**src/design/sqt_pkg.sv**
```systemverilog
package sqt_pkg;

	localparam int DEF_LINE_WIDTH   = 16;
	localparam int DEF_COLUMN_WIDTH = 16;
	localparam int DEF_LENGTH_WIDTH = 16;
	localparam int DEF_MID_DEPTH    = 2;
	localparam int DEF_OUT_DEPTH    = 4;

	// scan modes
	localparam logic [1:0] MODE_IDLE   = 2'd0;
	localparam logic [1:0] MODE_WORD   = 2'd1;
	localparam logic [1:0] MODE_NUMBER = 2'd2;
	localparam logic [1:0] MODE_STRING = 2'd3;

	// token types
	localparam logic [4:0] TT_IDENT   = 5'd0;
	localparam logic [4:0] TT_INT     = 5'd10;
	localparam logic [4:0] TT_FLOAT   = 5'd11;
	localparam logic [4:0] TT_STRING  = 5'd12;
	localparam logic [4:0] TT_LPAREN  = 5'd13;
	localparam logic [4:0] TT_RPAREN  = 5'd14;
	localparam logic [4:0] TT_COMMA   = 5'd15;
	localparam logic [4:0] TT_SEMI    = 5'd16;
	localparam logic [4:0] TT_UNKNOWN = 5'd17;
	localparam logic [4:0] TT_END     = 5'd18;

	// byte classes
	localparam logic [2:0] CL_SPACE   = 3'd0;
	localparam logic [2:0] CL_NEWLINE = 3'd1;
	localparam logic [2:0] CL_WORD    = 3'd2;
	localparam logic [2:0] CL_DIGIT   = 3'd3;
	localparam logic [2:0] CL_DOT     = 3'd4;
	localparam logic [2:0] CL_SQUOTE  = 3'd5;
	localparam logic [2:0] CL_DQUOTE  = 3'd6;
	localparam logic [2:0] CL_SYMBOL  = 3'd7;

	localparam int NUM_KW     = 9;
	localparam int PREFIX_LEN = 6;

	// keywords packed first byte most significant, right aligned
	localparam logic [47:0] KW_TEXT [NUM_KW] = '{
		48'h4352_4541_5445, // CREATE
		48'h0054_4142_4C45, // TABLE
		48'h494E_5345_5254, // INSERT
		48'h0000_494E_544F, // INTO
		48'h5641_4C55_4553, // VALUES
		48'h5345_4C45_4354, // SELECT
		48'h0000_4652_4F4D, // FROM
		48'h4445_4C45_5445, // DELETE
		48'h0057_4845_5245  // WHERE
	};
	localparam logic [2:0] KW_LEN [NUM_KW] = '{
		3'd6, 3'd5, 3'd6, 3'd4, 3'd6, 3'd6, 3'd4, 3'd6, 3'd5
	};

	typedef struct packed {
		logic       kind;
		logic [7:0] text_byte;
	} item_t;

	typedef struct packed {
		logic [4:0]  token_type;
		logic [15:0] token_line;
		logic [15:0] token_column;
		logic [15:0] token_length;
		logic [7:0]  symbol_byte;
		logic        last_of_run;
	} token_t;

	typedef struct packed {
		logic       is_end;
		logic [2:0] cls;
		logic [4:0] sym_type;
		logic [7:0] text_byte;
	} cls_item_t;

endpackage

```
**src/design/sql_subset_tokenizer.sv**
```systemverilog
// Path: a byte goes through the mid queue and the back end; any token it yields is written
// into the result queue. Throughput: one byte per cycle while the result queue has room; a
// byte that closes a token and also yields a single-byte token, or an end mark that
// closes a token, holds the lexer while the second token waits in the pending slot.
// Reset: arst_n clears both queues and returns line, column and scan state to line 1,
// column 1, idle; no clearing pass is needed.
module sql_subset_tokenizer #(
	parameter int LINE_WIDTH   = sqt_pkg::DEF_LINE_WIDTH,
	parameter int COLUMN_WIDTH = sqt_pkg::DEF_COLUMN_WIDTH,
	parameter int LENGTH_WIDTH = sqt_pkg::DEF_LENGTH_WIDTH,
	parameter int MID_DEPTH    = sqt_pkg::DEF_MID_DEPTH,
	parameter int OUT_DEPTH    = sqt_pkg::DEF_OUT_DEPTH
) (
	input  logic            clk,
	input  logic            arst_n,
	input  logic            push,
	output logic            full,
	input  sqt_pkg::item_t  item,
	output logic            empty,
	input  logic            pop,
	output sqt_pkg::token_t token
);
	import sqt_pkg::*;

	logic      mid_push, mid_full, mid_pop, mid_empty;
	cls_item_t mid_wdata, mid_rdata;
	logic      out_push, out_full;
	token_t    out_wdata;

	sqt_front u_front (
		.push     (push),
		.item     (item),
		.full     (full),
		.mid_push (mid_push),
		.mid_data (mid_wdata),
		.mid_full (mid_full)
	);

	sqt_fifo #(.T(cls_item_t), .DEPTH(MID_DEPTH)) u_mid_q (
		.clk   (clk),
		.arst_n(arst_n),
		.push  (mid_push),
		.wdata (mid_wdata),
		.full  (mid_full),
		.pop   (mid_pop),
		.rdata (mid_rdata),
		.empty (mid_empty)
	);

	sqt_back #(
		.LINE_WIDTH  (LINE_WIDTH),
		.COLUMN_WIDTH(COLUMN_WIDTH),
		.LENGTH_WIDTH(LENGTH_WIDTH)
	) u_back (
		.clk      (clk),
		.arst_n   (arst_n),
		.mid_data (mid_rdata),
		.mid_empty(mid_empty),
		.mid_pop  (mid_pop),
		.out_push (out_push),
		.out_data (out_wdata),
		.out_full (out_full)
	);

	sqt_fifo #(.T(token_t), .DEPTH(OUT_DEPTH)) u_out_q (
		.clk   (clk),
		.arst_n(arst_n),
		.push  (out_push),
		.wdata (out_wdata),
		.full  (out_full),
		.pop   (pop),
		.rdata (token),
		.empty (empty)
	);
endmodule

```
**src/design/sqt_fifo.sv**
```systemverilog
module sqt_fifo #(
	parameter type T     = logic,
	parameter int  DEPTH = 2
) (
	input  logic clk,
	input  logic arst_n,
	input  logic push,
	input  T     wdata,
	output logic full,
	input  logic pop,
	output T     rdata,
	output logic empty
);
	localparam int AW   = (DEPTH > 1) ? $clog2(DEPTH) : 1;
	localparam int CNTW = $clog2(DEPTH + 1);

	T              mem_q [DEPTH];
	logic [AW-1:0]   wptr_q, rptr_q;
	logic [CNTW-1:0] cnt_q;
	logic            wr, rd;

	assign full  = (cnt_q == CNTW'(DEPTH));
	assign empty = (cnt_q == '0);
	assign wr    = push && !full;
	assign rd    = pop && !empty;
	assign rdata = mem_q[rptr_q];

	always_ff @(posedge clk) begin
		if (wr) begin
			mem_q[wptr_q] <= wdata;
		end
	end

	always_ff @(posedge clk or negedge arst_n) begin
		if (!arst_n) begin
			wptr_q <= '0;
			rptr_q <= '0;
			cnt_q  <= '0;
		end else begin
			if (wr) begin
				wptr_q <= (wptr_q == AW'(DEPTH - 1)) ? '0 : wptr_q + 1'b1;
			end
			if (rd) begin
				rptr_q <= (rptr_q == AW'(DEPTH - 1)) ? '0 : rptr_q + 1'b1;
			end
			if (wr && !rd) begin
				cnt_q <= cnt_q + 1'b1;
			end else if (rd && !wr) begin
				cnt_q <= cnt_q - 1'b1;
			end
		end
	end
endmodule

```
**src/design/sqt_front.sv**
```systemverilog
module sqt_front (
	input  logic              push,
	input  sqt_pkg::item_t    item,
	output logic              full,
	output logic              mid_push,
	output sqt_pkg::cls_item_t mid_data,
	input  logic              mid_full
);
	import sqt_pkg::*;

	logic [2:0] cls;
	logic [4:0] sym_type;

	always_comb begin
		sym_type = TT_UNKNOWN;
		unique case (item.text_byte) inside
			8'h0A:                         cls = CL_NEWLINE;
			8'h09, [8'h0B:8'h0D], 8'h20:   cls = CL_SPACE;
			[8'h41:8'h5A], [8'h61:8'h7A], 8'h5F: cls = CL_WORD;
			[8'h30:8'h39]:                 cls = CL_DIGIT;
			8'h2E:                         cls = CL_DOT;
			8'h27:                         cls = CL_SQUOTE;
			8'h22:                         cls = CL_DQUOTE;
			8'h28: begin
				cls      = CL_SYMBOL;
				sym_type = TT_LPAREN;
			end
			8'h29: begin
				cls      = CL_SYMBOL;
				sym_type = TT_RPAREN;
			end
			8'h2C: begin
				cls      = CL_SYMBOL;
				sym_type = TT_COMMA;
			end
			8'h3B: begin
				cls      = CL_SYMBOL;
				sym_type = TT_SEMI;
			end
			default:                       cls = CL_SYMBOL;
		endcase
	end

	assign full               = mid_full;
	assign mid_push           = push;
	assign mid_data.is_end    = item.kind;
	assign mid_data.cls       = cls;
	assign mid_data.sym_type  = sym_type;
	assign mid_data.text_byte = item.text_byte;
endmodule

```
**src/design/sqt_back.sv**
```systemverilog
module sqt_back #(
	parameter int LINE_WIDTH   = sqt_pkg::DEF_LINE_WIDTH,
	parameter int COLUMN_WIDTH = sqt_pkg::DEF_COLUMN_WIDTH,
	parameter int LENGTH_WIDTH = sqt_pkg::DEF_LENGTH_WIDTH
) (
	input  logic               clk,
	input  logic               arst_n,
	input  sqt_pkg::cls_item_t mid_data,
	input  logic               mid_empty,
	output logic               mid_pop,
	output logic               out_push,
	output sqt_pkg::token_t    out_data,
	input  logic               out_full
);
	import sqt_pkg::*;

	localparam int LW = LINE_WIDTH;
	localparam int CW = COLUMN_WIDTH;
	localparam int NW = LENGTH_WIDTH;

	logic [1:0]    mode_q, mode_n;
	logic          dbl_q, dbl_n;
	logic          dot_q, dot_n;
	logic [LW-1:0] line_q, line_n;
	logic [CW-1:0] col_q, col_n;
	logic [CW-1:0] start_q, start_n;
	logic [NW-1:0] run_q, run_n;
	logic [47:0]   prefix_q, prefix_n;
	logic          pend_valid_q;
	token_t        pend_q;

	logic [LW-1:0] line_inc;
	logic [CW-1:0] col_inc;
	logic [NW-1:0] run_inc;
	logic [4:0]    word_type;
	logic [4:0]    close_type;
	logic          go;
	logic          a_v, b_v;
	token_t        tok_a, tok_b;
	logic          quote_hit;

	function automatic token_t mk_token(input logic [4:0] ty, input logic [LW-1:0] ln,
			input logic [CW-1:0] c, input logic [NW-1:0] len, input logic [7:0] sym);
		logic [31:0] l32, c32, n32;
		token_t      t;
		l32            = 32'(ln);
		c32            = 32'(c);
		n32            = 32'(len);
		t.token_type   = ty;
		t.token_line   = l32[15:0];
		t.token_column = c32[15:0];
		t.token_length = n32[15:0];
		t.symbol_byte  = sym;
		t.last_of_run  = 1'b0;
		return t;
	endfunction

	assign line_inc = (line_q == '1) ? line_q : line_q + 1'b1;
	assign col_inc  = (col_q == '1) ? col_q : col_q + 1'b1;
	assign run_inc  = (run_q == '1) ? run_q : run_q + 1'b1;

	always_comb begin
		word_type = TT_IDENT;
		for (int k = 0; k < NUM_KW; k++) begin
			if (run_q == NW'(KW_LEN[k]) && prefix_q == KW_TEXT[k]) begin
				word_type = 5'(k + 1);
			end
		end
	end

	always_comb begin
		unique case (mode_q)
			MODE_WORD:   close_type = word_type;
			MODE_NUMBER: close_type = dot_q ? TT_FLOAT : TT_INT;
			MODE_STRING: close_type = TT_STRING;
			default:     close_type = TT_IDENT;
		endcase
	end

	assign quote_hit = dbl_q ? (mid_data.cls == CL_DQUOTE) : (mid_data.cls == CL_SQUOTE);
	assign go        = !mid_empty && !pend_valid_q && !out_full;
	assign mid_pop   = go;

	always_comb begin
		mode_n   = mode_q;
		dbl_n    = dbl_q;
		dot_n    = dot_q;
		line_n   = line_q;
		col_n    = col_q;
		start_n  = start_q;
		run_n    = run_q;
		prefix_n = prefix_q;
		a_v      = 1'b0;
		b_v      = 1'b0;
		tok_a    = mk_token(close_type, line_q, start_q, run_q, 8'h00);
		tok_b    = mk_token(mid_data.sym_type, line_q, col_q, NW'(1), mid_data.text_byte);
		if (mid_data.is_end) begin
			// close open token, then end mark; state returns to reset
			a_v      = (mode_q != MODE_IDLE);
			b_v      = 1'b1;
			tok_b    = mk_token(TT_END, line_q, col_q, '0, 8'h00);
			mode_n   = MODE_IDLE;
			dbl_n    = 1'b0;
			dot_n    = 1'b0;
			line_n   = LW'(1);
			col_n    = CW'(1);
			start_n  = CW'(1);
			run_n    = '0;
			prefix_n = '0;
		end else if (mode_q == MODE_STRING) begin
			if (quote_hit) begin
				a_v    = 1'b1;
				mode_n = MODE_IDLE;
			end else begin
				run_n = run_inc;
			end
			col_n = col_inc;
		end else if (mode_q == MODE_WORD &&
				(mid_data.cls == CL_WORD || mid_data.cls == CL_DIGIT)) begin
			if (run_q < NW'(PREFIX_LEN)) begin
				prefix_n = {prefix_q[39:0], mid_data.text_byte};
			end
			run_n = run_inc;
			col_n = col_inc;
		end else if (mode_q == MODE_NUMBER &&
				(mid_data.cls == CL_DIGIT || mid_data.cls == CL_DOT)) begin
			if (mid_data.cls == CL_DOT) begin
				dot_n = 1'b1;
			end
			run_n = run_inc;
			col_n = col_inc;
		end else begin
			a_v    = (mode_q != MODE_IDLE);
			mode_n = MODE_IDLE;
			case (mid_data.cls)
				CL_NEWLINE: begin
					line_n = line_inc;
					col_n  = CW'(1);
				end
				CL_SPACE: col_n = col_inc;
				CL_WORD: begin
					mode_n   = MODE_WORD;
					start_n  = col_q;
					col_n    = col_inc;
					run_n    = NW'(1);
					prefix_n = {40'h0, mid_data.text_byte};
				end
				CL_DIGIT: begin
					mode_n  = MODE_NUMBER;
					start_n = col_q;
					col_n   = col_inc;
					run_n   = NW'(1);
					dot_n   = 1'b0;
				end
				CL_SQUOTE, CL_DQUOTE: begin
					mode_n  = MODE_STRING;
					dbl_n   = (mid_data.cls == CL_DQUOTE);
					col_n   = col_inc;
					start_n = col_inc;
					run_n   = '0;
				end
				default: begin
					b_v   = 1'b1;
					col_n = col_inc;
				end
			endcase
		end
	end

	// first token goes out now, a second one waits in the pending slot until the result queue takes it
	always_comb begin
		out_push = 1'b0;
		out_data = tok_b;
		if (pend_valid_q) begin
			out_push = !out_full;
			out_data = pend_q;
		end else if (go && a_v) begin
			out_push             = 1'b1;
			out_data             = tok_a;
			out_data.last_of_run = !b_v;
		end else if (go && b_v) begin
			out_push             = 1'b1;
			out_data.last_of_run = 1'b1;
		end
	end

	// the held token is always the last of its transaction
	always_ff @(posedge clk) begin
		if (go && a_v && b_v) begin
			pend_q <= {tok_b[$bits(token_t)-1:1], 1'b1};
		end
	end

	always_ff @(posedge clk or negedge arst_n) begin
		if (!arst_n) begin
			mode_q       <= MODE_IDLE;
			dbl_q        <= 1'b0;
			dot_q        <= 1'b0;
			line_q       <= LW'(1);
			col_q        <= CW'(1);
			start_q      <= CW'(1);
			run_q        <= '0;
			prefix_q     <= '0;
			pend_valid_q <= 1'b0;
		end else begin
			if (go) begin
				mode_q   <= mode_n;
				dbl_q    <= dbl_n;
				dot_q    <= dot_n;
				line_q   <= line_n;
				col_q    <= col_n;
				start_q  <= start_n;
				run_q    <= run_n;
				prefix_q <= prefix_n;
			end
			if (pend_valid_q) begin
				pend_valid_q <= out_full;
			end else if (go && a_v && b_v) begin
				pend_valid_q <= 1'b1;
			end
		end
	end
endmodule

```
**config.mk**
```make
export PLATFORM = sky130hd
export DESIGN_NAME = sql_subset_tokenizer
export DESIGN_NICKNAME = d
export VERILOG_FILES = /design/src/design/sqt_pkg.sv /design/src/design/sql_subset_tokenizer.sv /design/src/design/sqt_fifo.sv /design/src/design/sqt_front.sv /design/src/design/sqt_back.sv
export SDC_FILE = /design/constraint.sdc
export NUM_CORES = 1
export LEC_CHECK = 0
export ABC_CLOCK_PERIOD_IN_PS = 6000
export BUFFER_PORTS_ARGS = -buffer_cell sky130_fd_sc_hd__buf_4
export CORE_AREA = 2 2 288 290
export CTS_BUF_LIST = sky130_fd_sc_hd__clkbuf_16
export DETAILED_ROUTE_END_ITERATION = 8
export DIE_AREA = 0 0 290 292
export SYNTH_ARGS = -nofsm -noshare
export SYNTH_HDL_FRONTEND = slang
export SYNTH_SLANG_ARGS = --single-unit
```
**constraint.sdc**
```tcl
create_clock -name clk -period 6 [get_ports clk]
set_input_delay 0.6 -clock clk [delete_from_list [all_inputs] [get_ports clk]]
set_output_delay 0.6 -clock clk [all_outputs]
set_load 0.02 [all_outputs]
```
==> impl_metrics.ini, run 1 <==
[placement]
portBuffers = 76
dp_hpwl_um = 31600
place_inst = 2541
routabilityCongestion = 0.867

[floorplanning]
row_count = 105
pin_count = 77
fp.dieArea_mm2 = 0.0847
die_h_um = 292
initial_core_util_pct = 24.8
die_w_um = 290
coreArea_mm2 = 0.0816

[grt]
grt_max_degree = 79
grt_overflow = 0
antenna_found_initial = 0
grt_pass1_vias = 12593
grt_pass1_wl_um = 75400
grtUsageTotal_pct = 11.3

[clocking]
clk_path_buf_depth = 3
cts-buffers-inserted = 48
htreeDepth = 2
cts_resized = 0
post_cts_buffers = 0
root_buffer = clkbuf_16
insertion_delay_ns = 0.59
cts.clk_slew.worst_paths_ns = 0.06
holdBufCountCts = 0
numClockSinks = 453
cts_tree = built

[power_and_ir_drop]
vdd_drop_max_v = 0.000324
p_leak_uw = 0.00815
powerDensity_mw_per_mm2 = 536

[setup_path]
reg2reg_slack_ns = 1.58
setup.worst_path.start = u_mid_q.rptr_q
cp.arrival_ns = 4.66
cp_cell_sequence = mux2i_1 -> nand3_1 -> a211oi_1 -> o221a_2 -> o31a_4 -> and2_2 -> buf_12
cpMaxStageDelayCell = dfrtp_1
end_kind = flop
worst_path_dominant_cell_family = flip-flops
regToRegEndpoint = u_out_q.mem_q[2][22]
critPathMaxFanout = 41
cp-start-kind = flop
r2r_start = u_mid_q.rptr_q
slowest_delay_ns = 1.07
r2r_cells = 7
critical_path_required_ns = 6.25
critPathBufInv = 1
crit_type = reg2reg

[synth]
async_flop_share_pct = 28.3
avgSynthCellArea_um2 = 13.9
synth_cell_types = 79
syn_area_mm2 = 0.0202
synth_fp_nets = 1483
yosysWarnings = 0
yosysSeqAreaShare_pct = 64.2
ys_ff_latch = 453
synth_flop_cell = edfxtp_1
netlist_instances = 1456
synth_edf_count = 325

[route]
wl_um = 48200
vias = 12318
drt-initial-drc-count = 1008
drc_errors = 0
first_pass_iters = 5
vias_per_cell = 4.68
postRouteAntennaNets = 0
avgRoutedWirePerCell_um = 18.3

[finish]
final_common_cell = edfxtp_1
fill_cells = 8128
diodes = 0
final_cell_mix = edfxtp_1 (325), nand2_1 (139), dfrtp_1 (122)
layout.nets = 1548
drive_gt1_share_pct = 18.3
stdcell_count = 2631
syn_to_final_growth_pct = 16.3

[timing]
worst_pin_slew_ns = 1.14
setup_viol = 0
fmax_mhz = 226
final_hold_viol_count = 0
drv_slew = 0
rsz0062_at_grt = no
timing.final.crit_share_pct = 73.6
skew_ns = 0.0168
fin_crit_ns = 4.42
max_slew_margin_pct = 23.8
fin_tns_setup_ns = 0

[run_status]
status = complete, no violations

[min_path]
min_path_type = in2async

[job]
drv_cap = 0
-- registers in the layout, summed over array words and instances (netlist names) --
signal               count
u_back.pend_valid_q      1
u_back.mode_q            2
u_back.col_q            16
u_mid_q.rptr_q           1
u_out_q.mem_q          248
u_mid_q.cnt_q            2
u_back.line_q           16
u_back.pend_q           45
u_back.dot_q             1
u_out_q.cnt_q            3
u_back.prefix_q         48
u_back.start_q          16
u_back.run_q            16
u_mid_q.wptr_q           1
u_out_q.rptr_q           2
u_back.dbl_q             1
u_mid_q.mem_q           32
u_out_q.wptr_q           2
-- final cells by class --
cell class	instances	area [um2]	share of cell area (%)
multi-input combinational	856	6690	28.5
clock inverter	41	245	1.04
inverter	66	248	1.05
tap	1070	1340	5.70
timing repair buffer	96	783	3.33
clock buffer	49	1230	5.22
sequential	453	13000	55.2
-- kinds of logic (layout without fill, tap and decap cells) --
logic type / count (synthesis) / count (layout) / share of synthesized area (%)
buf+inv: 147 / 252 / 2.92
flops: 453 / 453 / 64.2
mux: 172 / 172 / 12.6
xor+xnor: 33 / 33 / 1.43
simple gates: 432 / 432 / 11.3
fa+ha+maj: 14 / 14 / 0.904
compound gates: 205 / 205 / 6.69
-- layer usage --
metal  global-route usage, %  part of all wire, %  up-vias
li1                        -                    -     5701
met1                    14.7                   44     6247
met2                    19.3                   50      299
met3                    1.75                  4.2       71
met4                    3.51                  2.1        0
met5                       0                    0        -
-- power breakdown --
| group | total, uW | switching (uW) | internal [uW] |
|---|---|---|---|
| clock network | 2770 | 1200 | 1570 |
| registers | 5110 | 501 | 4610 |
| logic | 4720 | 2920 | 1800 |
| total | 12600 | 4630 | 7980 |
-- metrics by stage --
stage	utilization (%)	area, um2	setup slack, ns	hold WS (ns)	power, uW
2_1_floorplan	-	20200	0.249	0.304	8100
3_3_place_gp	27.0	22000	1.80	0.473	9910
6_report	28.8	23500	1.58	0.177	12600
3_5_place_dp	27.0	22000	1.63	0.470	10000
5_1_grt	28.8	23500	1.29	0.228	13300
4_1_cts	28.8	23500	1.62	0.204	12800
-- how the worst max path moves through the flow --
stage                     cells past startpoint  slack (ns)                    to
after floorplan                               7        0.25   u_out_q.mem_q[0][0]
after global placement                        7        1.80  u_out_q.mem_q[3][14]
after detailed placement                      7        1.63  u_out_q.mem_q[2][13]
after CTS                                     7        1.62  u_out_q.mem_q[3][22]
after global routing                          7        1.29  u_out_q.mem_q[2][22]
final                                         7        1.58  u_out_q.mem_q[2][22]
-- synth_stat cells (5+ instances only) --
library cell	instances	share of area (%)
buf_2	12	0.30
ha_1	13	0.80
nand3_1	29	0.72
and4_1	11	0.48
a211oi_1	7	0.26
nor3b_1	6	0.22
and3_1	15	0.46
clkbuf_1	52	0.97
and2_1	21	0.65
a21o_1	7	0.26
a21oi_1	46	1.1
mux2_2	27	1.5
dfrtp_1	125	15
edfxtp_1	325	48
o21ai_0	31	0.77
inv_1	65	1.2
nand2_1	139	2.6
mux4_2	62	6.9
o41ai_1	9	0.39
a31oi_1	16	0.50
o21ai_1	21	0.52
buf_1	13	0.24
nor4bb_1	5	0.25
or3_1	5	0.15
nor3_1	22	0.54
nand2b_1	14	0.43
nand4_1	27	0.84
nand3b_1	8	0.30
xor2_1	13	0.56
o31ai_1	23	0.85
nor2_1	67	1.2
mux2i_1	78	3.9
nor2b_1	6	0.19
nor4_1	17	0.53
or4_1	16	0.59
xnor2_1	20	0.87
No activity file was read; power rests on OpenSTA's default activity.
==> inputs of run 2 (changes only) <==
ABC_CLOCK_PERIOD_IN_PS = 4200   (was 6000)
clock period = 4.2 ns   (was 6 ns; I/O delays follow)
==> run 2 against run 1 <==
Against the previous run: the run now ends with hold timing left; clock-buffer cell count unchanged; critical path depth unchanged; via count down 0.81%; sequential cell count unchanged; fmax up 24%; clock skew about the same; setup slack worse by 0.94 ns; wire length down 4.0%; first-iteration DRC count down 9.2%; sequential share of layout area down 0.43 points; largest cell class unchanged; highest routed layer unchanged.
==> impl_metrics.ini, run 2 (synthesized netlist as in run 1, its figures left out) <==
[grt]
grtUsageTotal_pct = 10.8
grt_pass1_wl_um = 72800
grt_max_degree = 79
grt_overflow = 0
antenna_found_initial = 0
grt_pass1_vias = 12448

[power_and_ir_drop]
powerDensity_mw_per_mm2 = 768
p_leak_uw = 0.00824
power_uw = 18200
clockPowerShare_pct = 22.7
p_int_uw = 11700
vdd_drop_max_v = 0.000443
switching_share_pct = 35.7
power.switching_uw = 6490
share_comb_of_total_power_pct = 37.6
seq_power_share_pct = 39.7

[timing]
fmax_mhz = 281
whs_ns = -0.00526
max_slew_margin_pct = 33.5
skew_ns = 0.0173
worst_pin_slew_ns = 0.997
setup_viol = 0
drv_slew = 0
timing.final.crit_share_pct = 84.6
rsz0062_at_grt = no
fin_crit_ns = 3.55
fin_tns_setup_ns = 0
final_hold_viol_count = 1

[setup_path]
end_kind = flop
r2r_start = u_mid_q.rptr_q
r2r_cells = 7
setup.worst_path.start = u_mid_q.rptr_q
cp.arrival_ns = 3.79
worstSetupEndpoint = u_out_q.mem_q[2][15]
slowest_delay_ns = 0.63
critical_path_required_ns = 4.43
crit_type = reg2reg
regToRegEndpoint = u_out_q.mem_q[2][15]
critPathMaxFanout = 42
reg2reg_slack_ns = 0.65
cp_cell_sequence = mux2_2 -> or3_1 -> a211oi_1 -> o221a_2 -> o31a_4 -> and2_2 -> buf_12
cp-start-kind = flop
cpMaxStageDelayCell = dfrtp_1

[route]
vias = 12218
drt-initial-drc-count = 915
avgRoutedWirePerCell_um = 17.6
first_pass_iters = 7
drc_errors = 0
postRouteAntennaNets = 0
wl_um = 46300
vias_per_cell = 4.64

[min_path]
min_path_type = in2async

[clocking]
insertion_delay_ns = 0.57
holdBufCountCts = 0
htreeDepth = 2
cts-buffers-inserted = 46
cts.clk_slew.worst_paths_ns = 0.06
clk_path_buf_depth = 3
numClockSinks = 453
post_cts_buffers = 0
cts_tree = built
cts_resized = 0
root_buffer = clkbuf_16

[floorplanning]
fp.dieArea_mm2 = 0.0847
die_w_um = 290
die_h_um = 292
pin_count = 77
initial_core_util_pct = 24.8
row_count = 105
coreArea_mm2 = 0.0816

[run_status]
status = finished with violations
violations = hold timing

[finish]
fill_cells = 8114
final_common_cell = edfxtp_1
syn_to_final_growth_pct = 17.2
largest_reg_flops = 248
drive_gt1_share_pct = 19.1
regMostFlops = u_out_q.mem_q
final_cell_mix = edfxtp_1 (325), nand2_1 (139), dfrtp_1 (122)
top_regs = u_out_q.mem_q: 248 flops, u_back.prefix_q: 48 flops, u_back.pend_q: 45 flops
diodes = 0
layout.nets = 1558

[placement]
portBuffers = 76
routabilityCongestion = 0.875
dp_hpwl_um = 30700

[job]
drv_cap = 0
[run 2: routing by layer]
layer,part of all wire (%),global-route usage (%)
met4,1.9,2.93
met2,50,18.6
met3,4.0,1.90
met1,44,14.0
met5,0,0
[run 2: cell type report]
cell class,instances,area (um2),share of cell area [%]
repair buffers,108,898,3.79
clock inverters,34,318,1.34
well taps,1070,1340,5.65
inverters,66,248,1.05
flip-flops and latches,453,13000,54.8
clock buffers,49,1230,5.18
multi-input cells,856,6680,28.2
[run 2: power by group through the flow]
stage / clock (uW) / sequential [uW] / combinational [uW]
after detailed placement: 0 / 7320 / 7010
after floorplan: 0 / 6990 / 4560
after global placement: 0 / 7240 / 6940
after CTS: 4240 / 7240 / 7040
final: 4140 / 7220 / 6830
after global routing: 4420 / 7350 / 7400
[run 2: worst min path at each step]
stage                                  start                   end  slack [ns]  cells after the start
final                                 arst_n       u_back.run_q[9]      -0.005                      1
after global routing                 item[8]  u_mid_q.mem_q[0][16]        0.03                      1
after CTS                             arst_n       u_back.run_q[9]        0.02                      1
after detailed placement  u_back.start_q[13]    u_back.start_q[13]        0.47                      2
after global placement    u_back.start_q[11]    u_back.start_q[11]        0.46                      2
after floorplan                       arst_n      u_back.col_q[10]        0.12                      0
[run 2: worst max-delay path: cells and delay by family (launching register included)]
kind / cells / cell delay, ns
buffers and inverters: 1 / 0.36
multiplexers: 1 / 0.49
flip-flops: 1 / 0.63
AO/OA/AOI/OAI: 3 / 0.77
AND/OR/NAND/NOR: 2 / 0.94
[run 2: per-stage QoR]
step	setup WS, ns	instance area [um2]	std cells	util (%)	hold WS (ns)
2_1_floorplan	0.368	20200	1456	-	0.124
3_3_place_gp	0.670	22100	2553	27.1	0.465
3_5_place_dp	0.642	22100	2553	27.1	0.465
4_1_cts	0.635	23700	2636	29.0	0.0177
5_1_grt	0.429	23700	2636	29.0	0.0338
6_report	0.646	23700	2636	29.0	-0.00526
